### config.mk
export PLATFORM = sky130hd
export DESIGN_NAME = psrs_cfg
export DESIGN_NICKNAME = d
export VERILOG_FILES = /design/src/design/psrs_pkg.sv /design/src/design/psrs_cfg.sv
export SDC_FILE = /design/constraint.sdc
export NUM_CORES = 1
export LEC_CHECK = 0
export BUFFER_PORTS_ARGS = -buffer_cell sky130_fd_sc_hd__buf_2
export CELL_PAD_IN_SITES_DETAIL_PLACEMENT = 0
export CELL_PAD_IN_SITES_GLOBAL_PLACEMENT = 1
export CORE_MARGIN = 2
export CORE_UTILIZATION = 43
export CTS_CLUSTER_DIAMETER = 80
export DETAILED_ROUTE_END_ITERATION = 8
export PLACE_DENSITY = 0.81
export SLEW_MARGIN = 25
export SYNTH_ARGS = -nofsm -noshare
export SYNTH_HDL_FRONTEND = slang
export SYNTH_SLANG_ARGS = --single-unit
### constraint.sdc
create_clock -name clk -period 1.4 [get_ports clk]
set_clock_uncertainty 0.05 [all_clocks]
set_input_delay 0.07 -clock clk [delete_from_list [all_inputs] [get_ports clk]]
set_output_delay 0.07 -clock clk [all_outputs]
set_load 0.02 [all_outputs]
### src/design/psrs_pkg.sv
// Shared types, constants and codes for the position/static report scheduler.
// No dependencies; imported by every module of the block.
package psrs_pkg;

    // Time arithmetic width (all time math wraps at 2^TIME_BITS)
    localparam int TIME_BITS = 32;

    // Field widths
    localparam int INTERVAL_BITS = 16;
    localparam int SPEED_IN_BITS = 14;
    localparam int SPEED_FRAC    = 8;
    localparam int SPEED_BITS    = SPEED_IN_BITS + SPEED_FRAC;
    localparam int SUM_BITS      = SPEED_BITS + 3;
    localparam int CLOCK_BITS    = 32;
    localparam int TYPE_BITS     = 6;
    localparam int CFG_DATA_BITS = 16;
    localparam int CFG_COUNT     = 5;
    localparam int CFG_IDX_BITS  = $clog2(CFG_COUNT);
    localparam int MAX_RESULTS   = 3;
    localparam int COUNT_BITS    = 2;

    // Divide by five: floor(x / 5) = (x * RECIP5) >> RECIP_SHIFT for x < 2^26
    localparam int RECIP_SHIFT = 27;
    localparam logic [SUM_BITS-1:0] RECIP5 = SUM_BITS'(((64'd1 << RECIP_SHIFT) + 64'd4) / 64'd5);

    // Register indexes
    localparam logic [CFG_IDX_BITS-1:0] REG_SLOW_INTERVAL   = CFG_IDX_BITS'(0);
    localparam logic [CFG_IDX_BITS-1:0] REG_FAST_INTERVAL   = CFG_IDX_BITS'(1);
    localparam logic [CFG_IDX_BITS-1:0] REG_STATIC_INTERVAL = CFG_IDX_BITS'(2);
    localparam logic [CFG_IDX_BITS-1:0] REG_SPEED_THRESHOLD = CFG_IDX_BITS'(3);
    localparam logic [CFG_IDX_BITS-1:0] REG_STATION_VALID   = CFG_IDX_BITS'(4);

    // Command codes
    localparam logic [1:0] CMD_FIX       = 2'd0;
    localparam logic [1:0] CMD_CLOCK     = 2'd1;
    localparam logic [1:0] CMD_INTERROG  = 2'd2;

    // Report kinds
    localparam logic [1:0] KIND_POSITION = 2'd0;
    localparam logic [1:0] KIND_STATIC_A = 2'd1;
    localparam logic [1:0] KIND_STATIC_B = 2'd2;

    // Interrogated message numbers
    localparam logic [TYPE_BITS-1:0] MSG_POSITION = TYPE_BITS'(18);
    localparam logic [TYPE_BITS-1:0] MSG_STATIC   = TYPE_BITS'(24);

    typedef struct packed {
        logic [1:0]               command;
        logic [CLOCK_BITS-1:0]    clock_time;
        logic [SPEED_IN_BITS-1:0] fix_speed;
        logic                     channels_ready;
        logic                     radio_ready;
        logic                     send_permitted;
        logic [TYPE_BITS-1:0]     requested_type;
        logic                     requested_channel;
    } in_item_t;

    typedef struct packed {
        logic [1:0] report_kind;
        logic       tx_channel;
        logic       last_of_run;
    } out_item_t;

    typedef struct packed {
        logic [INTERVAL_BITS-1:0] slow_interval;
        logic [INTERVAL_BITS-1:0] fast_interval;
        logic [INTERVAL_BITS-1:0] static_interval;
        logic [SPEED_IN_BITS-1:0] speed_threshold;
        logic                     station_valid;
    } cfg_t;

    typedef struct packed {
        logic [1:0] kind;
        logic       chan;
    } report_t;

    // Reports from one event, entry 0 goes out first
    typedef struct packed {
        logic [COUNT_BITS-1:0]         count;
        report_t [MAX_RESULTS-1:0]     entry;
    } bundle_t;

endpackage

### src/design/psrs_cfg.sv
// Configuration register file for the report scheduler.
// Depends on psrs_pkg.
module psrs_cfg
    import psrs_pkg::*;
(
    input  logic                     clk,
    input  logic                     rst_n,
    input  logic                     cfg_wr_en,
    input  logic [CFG_IDX_BITS-1:0]  cfg_index,
    input  logic [CFG_DATA_BITS-1:0] cfg_wdata,
    output cfg_t                     cfg
);

    cfg_t cfg_reg;
    cfg_t cfg_next;

    always_comb
    begin
        cfg_next = cfg_reg;
        if (cfg_wr_en)
        begin
            unique case (cfg_index)
                REG_SLOW_INTERVAL:   cfg_next.slow_interval   = cfg_wdata;
                REG_FAST_INTERVAL:   cfg_next.fast_interval   = cfg_wdata;
                REG_STATIC_INTERVAL: cfg_next.static_interval = cfg_wdata;
                REG_SPEED_THRESHOLD: cfg_next.speed_threshold = cfg_wdata[SPEED_IN_BITS-1:0];
                REG_STATION_VALID:   cfg_next.station_valid   = cfg_wdata[0];
                default:             cfg_next = cfg_reg;  // drop unknown index
            endcase
        end
    end

    always_ff @(posedge clk or negedge rst_n)
    begin
        if (!rst_n)
        begin
            cfg_reg.slow_interval   <= INTERVAL_BITS'(180);
            cfg_reg.fast_interval   <= INTERVAL_BITS'(30);
            cfg_reg.static_interval <= INTERVAL_BITS'(360);
            cfg_reg.speed_threshold <= SPEED_IN_BITS'(32);
            cfg_reg.station_valid   <= 1'b0;
        end
        else
        begin
            cfg_reg <= cfg_next;
        end
    end

    assign cfg = cfg_reg;

endmodule

==> out/metrics.csv <==
metric,value,unit
Post CTS Setup Buffer Count,0,
Clock Path Buffers,2,
multiplexer fraction of the synthesized cell area,0.292,
power density over the cells,1630,mW/mm2
HPWL after DPL,3250,um
post-synthesis area per instance,17.8,um2
relative contribution of the clock network to total power,0.274,
share of the clock period used by the worst path,0.810,
share of the core filled with cells in the final layout,0.615,
wire length reported by the detailed router,4910,um
GRT Resource Usage Total,0.171,
crit path cell chain,buf_2,
# DRC,0,
startpoint type of the worst setup path,register,
vias in the first global route,1627,
Synth Net Count,159,
count of endpoints failing setup in the final report,0,
Critical-path top delay cell,dfstp_2,
clk sinks,63,
antenna violation net count after detailed routing,0,
final hold violations,0,
antenna violations before repair,0,
Hold Worst Slack,229,ps
final net count,271,
vias post-DR,1559,
launch instance of the worst register-to-register path,cfg[40],
Slew Limit Fails,0,
share of final-layout standard cells stronger than drive strength 1,0.724,
cell internal power dissipation,3.79,mW
# rows,27,
compound-cell area share of the yosys netlist,0,
Lkg Pwr,1.58,nW
first-pass GRT wire length,8220,um
Crit Path Category,register to primary output,
area enclosed by the die boundary,0.00628,mm2
initial cell density of the core,0.445,
critical hold path startpoint,cfg_wr_en,
count of boundary I/O pins,85,
Peak Freq,0.882,GHz
"share of synthesized cell area in and, or, nand and nor gates",0.0288,
maximum net fanout on the critical path,2,
internal reg-to-reg setup slack,590,ps
post-route setup slack,267,ps
Min-Delay Path Class,input pin to register,
clock latency at the later pin of the worst-skew pair,320,ps
pin count of the biggest net entering global routing,64,
post_cts resized,0,
proportion of synthesized chip area in sequential cells,0.654,
peak supply drop,0.000822,V
actual slew at the worst max-slew pin,322,ps
total gr overflow,0,
cell family with the largest share of critical-path delay,flip-flops,
Port Buffers,84,
outcome,"complete, no violations",
depth of the worst hold-timing path,3,
cells after synthesis,137,
xor and xnor fraction of the mapped netlist area,0,
switching share of power,0.310,
hold buffer count at CTS,17,
combinational family with the most area after synthesis,multiplexers,
distinct cell type count of the synthesized netlist,8,
drt initial violations,59,
hold-critical path endpoint,cfg[0],
Std-Cell Core Area,0.00547,mm2
Area Growth Syn to Fin,38.2,%
sequential fraction of design power,0.450,
last weighted congestion value of the routability-driven placer,0.693,
crit path time final,1130,ps
number of cell instances on the worst register-to-register path,1,
warnings from Yosys,0,
"FF+latch count, synth",63,
worst setup slack after placement,143,ps
Die Span Y,79.2,um
max-capacitance violation count,0,
endpoint required time on the critical path,1280,ps
Comb pwr share,0.276,
setup repair after global routing missed its margin,no,
detailed-route vias per instance,4.78,
"Arr. time, crit path",1010,ps
Pre-antenna DRT Iters,4,
clock slew at reported path FFs,60,ps
Critical Path Sink Type,primary output,
Die Width,79.2,um
adder-cell share of the synthesized area,0,
maximum level of the CTS H-tree,3,
relative slew slack,0.785,
buffering stage count on the worst path with inverters included,1,
WL per Instance,15.1,um
Synth Cell Area,0.00243,mm2
reg-to-reg endpoint,cfg[40],
clk root buf,clkbuf_8,
clock tree from TritonCTS,built,
CTS Buf Count,9,
count of inserted antenna diode cells,0,
total negative setup slack,0,ps
delay contributed by the slowest stage of the critical path,530,ps
net switching component of the power,1.70,mW
max FFs per register,63,
==> power by group through the flow <==
stage / clock (mW) / sequential [mW] / combinational, mW
after global placement: 0 / 2.49 / 1.48
after floorplan: 0 / 3.02 / 0.388
after CTS: 1.55 / 2.48 / 1.54
after detailed placement: 0 / 2.50 / 1.50
final: 1.51 / 2.47 / 1.51
after global routing: 1.64 / 2.53 / 1.62
==> cells in the mapped netlist, drive strengths merged <==
library cell / n / area share
mux2: 63 / 0.29
dfrtp: 50 / 0.51
dfstp: 13 / 0.14
buf: 6 / 0.025
and4bb: 3 / 0.015
nand4b: 1 / 0.0036
nor4b: 1 / 0.0098
==> routing by layer <==
metal,track usage,routed length [um],vias to the layer above
met5,0,0,-
met4,0.0569,44,0
met3,0.0477,368,5
met2,0.255,2210,67
met1,0.243,2280,766
li1,-,-,721
==> how the worst max path moves through the flow <==
stage                      start  endpoint  cells past startpoint
floorplan           cfg_index[0]   cfg[47]                      3
global placement    cfg_index[0]   cfg[53]                      4
detailed placement  cfg_index[0]   cfg[58]                      4
CTS                      cfg[52]   cfg[52]                      1
global route             cfg[33]   cfg[33]                      1
finish                   cfg[52]   cfg[52]                      1
==> kinds of logic after synthesis <==
kind of cell | Yosys count
muxes | 63
DFF | 63
buffers and inverters | 6
and+or+nand+nor | 5
==> cells in the final DEF (no fill, tap or decap) <==
master,count
and4bb_2,3
nor4b_4,1
dlygate4sd3_1,17
nand4b_1,1
buf_12,6
buf_2,84
mux2_2,63
bufinv_16,1
clkinv_2,3
clkbuf_8,10
clkbuf_1,2
dfrtp_1,50
dfstp_2,13
==> metrics by stage <==
stage | cells | area, um2 | total power [mW]
after floorplan | 137 | 2430 | 3.40
after global placement | 293 | 3000 | 3.97
after detailed placement | 293 | 3000 | 4.00
after CTS | 326 | 3360 | 5.56
after global routing | 326 | 3360 | 5.78
final | 326 | 3360 | 5.49
==> layout make-up <==
type,count,area [um2]
clock buffers,12,145
multi-input cells,68,779
flip-flops and latches,63,1590
fillers,450,2110
repair buffers,107,711
clock inverters,4,45.0
well taps,72,90.1
Power figures use the tool's default switching activity.
