**src/design/psrs_pkg.sv**
```systemverilog
// Shared types, constants and codes for the position/static report scheduler.
// No dependencies; imported by every module of the block.
package psrs_pkg;

    // Time arithmetic width (all time math wraps at 2^TIME_BITS)
    localparam int TIME_BITS = 32;

    // Field widths
    localparam int INTERVAL_BITS = 16;
    localparam int SPEED_IN_BITS = 14;
    localparam int SPEED_FRAC    = 8;
    localparam int SPEED_BITS    = SPEED_IN_BITS + SPEED_FRAC;
    localparam int SUM_BITS      = SPEED_BITS + 3;
    localparam int CLOCK_BITS    = 32;
    localparam int TYPE_BITS     = 6;
    localparam int CFG_DATA_BITS = 16;
    localparam int CFG_COUNT     = 5;
    localparam int CFG_IDX_BITS  = $clog2(CFG_COUNT);
    localparam int MAX_RESULTS   = 3;
    localparam int COUNT_BITS    = 2;

    // Divide by five: floor(x / 5) = (x * RECIP5) >> RECIP_SHIFT for x < 2^26
    localparam int RECIP_SHIFT = 27;
    localparam logic [SUM_BITS-1:0] RECIP5 = SUM_BITS'(((64'd1 << RECIP_SHIFT) + 64'd4) / 64'd5);

    // Register indexes
    localparam logic [CFG_IDX_BITS-1:0] REG_SLOW_INTERVAL   = CFG_IDX_BITS'(0);
    localparam logic [CFG_IDX_BITS-1:0] REG_FAST_INTERVAL   = CFG_IDX_BITS'(1);
    localparam logic [CFG_IDX_BITS-1:0] REG_STATIC_INTERVAL = CFG_IDX_BITS'(2);
    localparam logic [CFG_IDX_BITS-1:0] REG_SPEED_THRESHOLD = CFG_IDX_BITS'(3);
    localparam logic [CFG_IDX_BITS-1:0] REG_STATION_VALID   = CFG_IDX_BITS'(4);

    // Command codes
    localparam logic [1:0] CMD_FIX       = 2'd0;
    localparam logic [1:0] CMD_CLOCK     = 2'd1;
    localparam logic [1:0] CMD_INTERROG  = 2'd2;

    // Report kinds
    localparam logic [1:0] KIND_POSITION = 2'd0;
    localparam logic [1:0] KIND_STATIC_A = 2'd1;
    localparam logic [1:0] KIND_STATIC_B = 2'd2;

    // Interrogated message numbers
    localparam logic [TYPE_BITS-1:0] MSG_POSITION = TYPE_BITS'(18);
    localparam logic [TYPE_BITS-1:0] MSG_STATIC   = TYPE_BITS'(24);

    typedef struct packed {
        logic [1:0]               command;
        logic [CLOCK_BITS-1:0]    clock_time;
        logic [SPEED_IN_BITS-1:0] fix_speed;
        logic                     channels_ready;
        logic                     radio_ready;
        logic                     send_permitted;
        logic [TYPE_BITS-1:0]     requested_type;
        logic                     requested_channel;
    } in_item_t;

    typedef struct packed {
        logic [1:0] report_kind;
        logic       tx_channel;
        logic       last_of_run;
    } out_item_t;

    typedef struct packed {
        logic [INTERVAL_BITS-1:0] slow_interval;
        logic [INTERVAL_BITS-1:0] fast_interval;
        logic [INTERVAL_BITS-1:0] static_interval;
        logic [SPEED_IN_BITS-1:0] speed_threshold;
        logic                     station_valid;
    } cfg_t;

    typedef struct packed {
        logic [1:0] kind;
        logic       chan;
    } report_t;

    // Reports from one event, entry 0 goes out first
    typedef struct packed {
        logic [COUNT_BITS-1:0]         count;
        report_t [MAX_RESULTS-1:0]     entry;
    } bundle_t;

endpackage

```
**src/design/psrs_outq.sv**
```systemverilog
// Result register: holds an event's reports and sends one per ready cycle.
// Depends on psrs_pkg.
module psrs_outq
    import psrs_pkg::*;
(
    input  logic      clk,
    input  logic      rst_n,
    input  logic      bundle_load,
    input  bundle_t   bundle,
    output logic      bundle_free,
    output logic      out_valid,
    input  logic      out_ready,
    output out_item_t out_data
);

    logic [COUNT_BITS-1:0]     count_reg;
    report_t [MAX_RESULTS-1:0] entry_reg;
    logic                      out_fire;

    assign out_valid   = (count_reg != '0);
    assign out_fire    = out_valid && out_ready;
    assign bundle_free = (count_reg == '0) || ((count_reg == COUNT_BITS'(1)) && out_ready);

    assign out_data.report_kind = entry_reg[0].kind;
    assign out_data.tx_channel  = entry_reg[0].chan;
    assign out_data.last_of_run = (count_reg == COUNT_BITS'(1));

    always_ff @(posedge clk or negedge rst_n)
    begin
        if (!rst_n)
        begin
            count_reg <= '0;
        end
        else if (bundle_load)
        begin
            count_reg <= bundle.count;
        end
        else if (out_fire)
        begin
            count_reg <= count_reg - COUNT_BITS'(1);
        end
    end

    always_ff @(posedge clk)
    begin
        if (bundle_load)
        begin
            entry_reg <= bundle.entry;
        end
        else if (out_fire)
        begin
            // advance the run by one report
            entry_reg[0] <= entry_reg[1];
            entry_reg[1] <= entry_reg[2];
        end
    end

endmodule

```
**config.mk**
```make
export PLATFORM = sky130hd
export DESIGN_NAME = psrs_outq
export DESIGN_NICKNAME = d
export VERILOG_FILES = /design/src/design/psrs_pkg.sv /design/src/design/psrs_outq.sv
export SDC_FILE = /design/constraint.sdc
export NUM_CORES = 1
export LEC_CHECK = 0
export BUFFER_PORTS_ARGS = -buffer_cell sky130_fd_sc_hd__buf_2
export CAP_MARGIN = 10
export CORE_AREA = 2 2 39 41
export CTS_BUF_LIST = sky130_fd_sc_hd__clkbuf_8
export DETAILED_ROUTE_END_ITERATION = 12
export DIE_AREA = 0 0 41 43
export HOLD_SLACK_MARGIN = 0.03
export PLACE_DENSITY = 0.77
export SLEW_MARGIN = 40
export SYNTH_ARGS = -nofsm -noshare
export SYNTH_HDL_FRONTEND = slang
export SYNTH_SLANG_ARGS = --single-unit
```
**constraint.sdc**
```tcl
create_clock -name clk -period 3.2 [get_ports clk]
set_clock_uncertainty 0.1 [all_clocks]
set_input_delay 0 -clock clk [delete_from_list [all_inputs] [get_ports clk]]
set_output_delay 0 -clock clk [all_outputs]
set_load 0.1 [all_outputs]
```
==> results of run 1 <==
-- critical path, delay by kind of cell (launching register included) --
kind	cells	cell delay, ps
flops	1	350
buf+inv	1	100
simple gates	2	560
fa+ha+maj	1	210
-- power by group --
group          switching, mW  internal, mW  total [mW]
sequential           0.00452         0.174       0.179
combinational          0.114        0.0424       0.156
clock                 0.0499        0.0840       0.134
total                  0.169         0.301       0.469
-- cell type report --
cell class / count / share of cell area
sequential: 11 / 0.399
timing repair buffer: 33 / 0.287
multi-input combinational: 19 / 0.220
clock buffer: 3 / 0.0514
tap: 16 / 0.0249
inverter: 3 / 0.0140
clock inverter: 1 / 0.00467
-- cells by family (layout without fill, tap and decap cells) --
group / count (synthesis) / count (layout) / synth area share
muxes: 6 / 6 / 0.125
and+or+nand+nor: 9 / 9 / 0.115
DFF: 11 / 11 / 0.591
adders and majority gates: 2 / 2 / 0.0462
buffers and inverters: 7 / 40 / 0.0831
AOI/OAI and AO/OA: 2 / 2 / 0.0393
-- path summary, 6_finish.rpt --
path	startpoint	endpoint	slack, ps	depth (start not counted)
min in group asynchronous	rst_n	count_reg[0]	520	3
min reg2reg	entry_reg[5]	out_data[3]	450	1
max	count_reg[1]	entry_reg[4]	1610	4
max in group asynchronous	rst_n	count_reg[1]	2350	3
min	bundle_load	entry_reg[6]	70	1
max reg2reg	count_reg[1]	entry_reg[4]	1610	4
-- through the flow --
stage	power, mW	hold slack (ps)
finish	0.469	69.6
global route	0.494	73.0
CTS	0.475	65.3
detailed placement	0.326	-309
global placement	0.323	-313
floorplan	0.307	-396
-- placed cells by master (no fill, tap or decap), types with 2 or more instances in the layout --
cell type / n
nand2_1: 4
ha_1: 2
inv_1: 4
mux2_2: 6
dlygate4sd3_1: 13
buf_2: 20
clkbuf_8: 3
dfrtp_1: 2
edfxtp_1: 9
-- per-layer routing --
| layer | wire length (um) | vias to the layer above | track usage |
|---|---|---|---|
| met5 | 0 | - | 0 |
| met4 | 13 | 0 | 0.100 |
| met3 | 62 | 2 | 0.0628 |
| met2 | 502 | 18 | 0.231 |
| met1 | 396 | 177 | 0.134 |
| li1 | - | 194 | - |
-- what timing repair did --
item                                    4_1_cts  5_1_grt
resized for setup                             0        0
buffers inserted                              0        0
hold endpoints to repair                     13        0
hold buffers                                 13        0
endpoints found under the setup margin        0        0
==> flow_metrics.env, run 1 <==
export IMPL_htree_levels=1
export IMPL_synthCells=37
export IMPL_yosysTopAreaCellShare=0.499
export IMPL_crit_chain="inv_1 > ha_1 > and2b_2 > or2_1"
export IMPL_finalHoldViolations=0
export IMPL_portBuffers=20
export IMPL_grt_pass1_wl_um=1550
export IMPL_slew_violations=0
export IMPL_finalSetupViolations=0
export IMPL_groute_usage_overall=0.143
export IMPL_place_area_sq_um=628
export IMPL_cp_start_kind="flop"
export IMPL_fin_cells=86
export IMPL_ctsRootBufferMaster="clkbuf_8"
export IMPL_dp_hpwl_um=655
export IMPL_utilization=0.580
export IMPL_die_width_um=41
export IMPL_antenna_found_initial=0
export IMPL_critical_path_endpoint_type="flop"
export IMPL_status="complete, no violations"
export IMPL_relSlewSlack=0.678
export IMPL_clk_latency_ps=240
export IMPL_p_leak_nw=0.360
export IMPL_rsz0062_at_grt="no"
export IMPL_cp_data_required_time_ps=3070
export IMPL_synth_warnings=0
export IMPL_period_share=0.498
export IMPL_place_worst_setup_slack_ps=1610
export IMPL_largest_reg_flops=6
export IMPL_synthTopCellsByCount="9 x edfxtp_1, 6 x mux2_2, 4 x nand2_1"
export IMPL_die_area_sq_mm=0.00176
export IMPL_netlist_area_sq_um=542
export IMPL_wl_per_cell_um=11.3
export IMPL_grt_max_degree=17
export IMPL_cts_sinks=11
export IMPL_path_max_fanout=6
export IMPL_min_period_ps=1590
export IMPL_clockBufferDepth=2
export IMPL_fmax_mhz=628
export IMPL_place_congestion=0.643
export IMPL_yosysTopAreaCell="edfxtp_1"
export IMPL_fin_area_sq_um=803
export IMPL_num_vias=391
export IMPL_worst_pin_slew_ps=487
export IMPL_seq_area_frac_synth=0.591
export IMPL_nets=88
export IMPL_dp_cells=69
export IMPL_ys_types=15
export IMPL_final_antenna_net_count=0
export IMPL_via_per_inst=4.55
export IMPL_synth_most_common_cell="edfxtp_1"
export IMPL_tritoncts="built"
export IMPL_arrival_ps=1460
export IMPL_drc_errors=0
export IMPL_multiInputGateArea_sq_um=176
export IMPL_power_density_mw_per_mm2=584
export IMPL_drt_iter0_drc=0
export IMPL_worst_setup_path_type="flop to flop"
export IMPL_holdCritPathClass="input port to flop"
export IMPL_start_util=0.392
export IMPL_drive_above_1_share=0.471
export IMPL_n_antenna_cell=0
export IMPL_register_area_sq_um=320
export IMPL_cts_buffers_inserted=3
export IMPL_fill_cells=119
export IMPL_first_pass_iters=1
export IMPL_slowest_delay_ps=350
export IMPL_fp_dieH_um=43
export IMPL_cp_slowest_cell="dfrtp_1"
export IMPL_rows=14
export IMPL_synth_edf_count=9
export IMPL_irDropWorstVdd_uv=286
export IMPL_fin_setup_tns_ps=0
export IMPL_grt_pass1_vias=375
export IMPL_ys_ff_latch=11
export IMPL_maxCapViolCount=0
export IMPL_synth_fp_nets=54
export IMPL_syn_avg_cell_area_sq_um=14.6
export IMPL_overflow=0
export IMPL_clkTransAtPathRegs_ps=50
export IMPL_totalWireLength_um=975
export IMPL_ios=21
export IMPL_async_flop_share=0.182
export IMPL_area_growth_pct=48.3
export IMPL_synth_ff_type="edfxtp_1"
export IMPL_core_area_sq_mm=0.00138
export IMPL_synth_area_leaders="edfxtp_1 50%, mux2_2 12%, dfrtp_1 9.2%"
export IMPL_setup_ws_ps=1610
(Power assumes the default switching activity.)
==> run 2: changes to the inputs <==
- PLACE_DENSITY: 0.77 -> 0.79
- clock period: 3.2 -> 1.29 ns (I/O delays scaled with it)
==> run 2 against run 1 <==
Effect of this change: the flow now finishes with violations (setup timing); sequential power up 150%; critical path depth up 2; first-iteration DRC count up 7; die area unchanged; via count up 3.6%; routed wire length up 3.0%.
==> flow_metrics.env, run 2 (synthesis gave the netlist of run 1 again) <==
export IMPL_drc_errors=0
export IMPL_final_antenna_net_count=0
export IMPL_slew_violations=0
export IMPL_htree_levels=1
export IMPL_clockBufferDepth=2
export IMPL_grt_pass1_vias=413
export IMPL_drt_iter0_drc=7
export IMPL_clockPowerShare=0.243
export IMPL_fill_cells=93
export IMPL_fmax_mhz=695
export IMPL_area_growth_pct=77.4
export IMPL_crit_buf_inv=4
export IMPL_layout_commonest_cell="buf_2"
export IMPL_cp_slowest_cell="dfrtp_1"
export IMPL_min_period_ps=1440
export IMPL_largest_reg_flops=6
export IMPL_power_density_mw_per_mm2=1380
export IMPL_cts_setup_buffers=0
export IMPL_finalSetupViolations=11
export IMPL_die_width_um=41
export IMPL_fin_cells=91
export IMPL_p_sw_frac=0.348
export IMPL_drive_above_1_share=0.640
export IMPL_slowest_delay_ps=380
export IMPL_first_pass_iters=4
export IMPL_cts_sinks=11
export IMPL_power_switching_uw=462
export IMPL_portBuffers=20
export IMPL_seq_power_share=0.334
export IMPL_groute_usage_overall=0.147
export IMPL_n_antenna_cell=0
export IMPL_power_frac_comb=0.423
export IMPL_via_per_inst=4.45
export IMPL_rows=14
export IMPL_start_util=0.392
export IMPL_ctsRootBufferMaster="clkbuf_8"
export IMPL_period_share=1.12
export IMPL_crit_chain="inv_2 > ha_4 > buf_6 > clkinvlp_4 > nand2_8 > buf_12"
export IMPL_die_area_sq_mm=0.00176
export IMPL_num_vias=405
export IMPL_critical_path_endpoint_type="output pin"
export IMPL_violations="setup timing"
export IMPL_cts_buffers_inserted=3
export IMPL_relSlewSlack=0.680
export IMPL_holdCritPathClass="input port to flop"
export IMPL_clkTransAtPathRegs_ps=50
export IMPL_ios=21
export IMPL_wl_per_cell_um=11.0
export IMPL_worst_setup_path_type="flop to output pin"
export IMPL_cp_data_required_time_ps=1190
export IMPL_layout_common_cells="17 x buf_2, 13 x dlygate4sd3_1, 9 x edfxtp_1"
export IMPL_worst_pin_slew_ps=484
export IMPL_overflow=0
export IMPL_irDropWorstVdd_uv=989
export IMPL_cp_start_kind="flop"
export IMPL_antenna_found_initial=0
export IMPL_rsz0062_at_grt="yes"
export IMPL_dp_cells=74
export IMPL_arrival_ps=1340
export IMPL_maxCapViolCount=0
export IMPL_clk_latency_ps=230
export IMPL_grt_pass1_wl_um=1720
export IMPL_nets=93
export IMPL_grt_max_degree=17
export IMPL_finalHoldViolations=0
export IMPL_place_congestion=0.748
export IMPL_critical_path_top_delay_family="buffers and inverters"
export IMPL_p_leak_nw=0.408
export IMPL_core_area_sq_mm=0.00138
export IMPL_utilization=0.694
export IMPL_path_max_fanout=4
export IMPL_internal_power_uw=865
export IMPL_setup_ws_ps=-149
export IMPL_fp_dieH_um=43
export IMPL_totalWireLength_um=1000
export IMPL_tritoncts="built"
export IMPL_status="finished with violations"
## run 2: final timing paths
| path | start | end | slack (ps) | cells after the start |
|---|---|---|---|---|
| max in group asynchronous | rst_n | count_reg[0] | 430 | 3 |
| hold / removal | out_ready | count_reg[0] | 100 | 3 |
| setup reg to reg | count_reg[0] | entry_reg[4] | -140 | 4 |
| hold reg to reg | entry_reg[7] | entry_reg[4] | 440 | 1 |
| min in group asynchronous | rst_n | count_reg[1] | 540 | 3 |
| setup / recovery | count_reg[0] | bundle_free | -150 | 6 |
## run 2: layout make-up
class	instances	area (sq um)	area share
clock buffers	3	41.3	0.0430
clock inverters	1	3.75	0.00391
inverters	3	15.0	0.0156
multi-input cells	19	244	0.254
flip-flops and latches	11	320	0.333
well taps	16	20.0	0.0208
repair buffers	38	317	0.329
## run 2: power groups by stage
stage	Clock (mW)	Combinational, mW	Sequential, mW
global route	0.355	0.597	0.448
detailed placement	0	0.500	0.450
floorplan	0	0.356	0.450
CTS	0.327	0.545	0.444
finish	0.323	0.561	0.443
global placement	0	0.495	0.448
## run 2: worst register-to-register path: stages (launching register included)
cell     delay (ps)
dfrtp_1         380
inv_2            70
ha_4            150
and2b_2         220
or2_4           260
## run 2: repair_timing
action                                  in CTS  in global routing
hold buffers                                13                  0
hold endpoints to repair                    13                  0
endpoints found under the setup margin      11                 11
pin swaps                                    2                  0
resized for setup                            3                  3
## run 2: metrics by stage
step	instance area, sq um	power (mW)	setup TNS (ps)	hold WS, ps	setup slack (ps)
2_1_floorplan	579	0.806	-1240	-396	-247
4_1_cts	940	1.32	-1370	81.8	-149
3_3_place_gp	748	0.943	-664	-313	-92.3
5_1_grt	961	1.40	-1900	102	-206
6_report	961	1.33	-1330	96.9	-149
3_5_place_dp	748	0.951	-901	-311	-124
## run 2: metal layers
layer  wire, um  track usage
met2        502        0.219
met3         55       0.0576
met1        437        0.170
met4          9       0.0867
met5          0            0
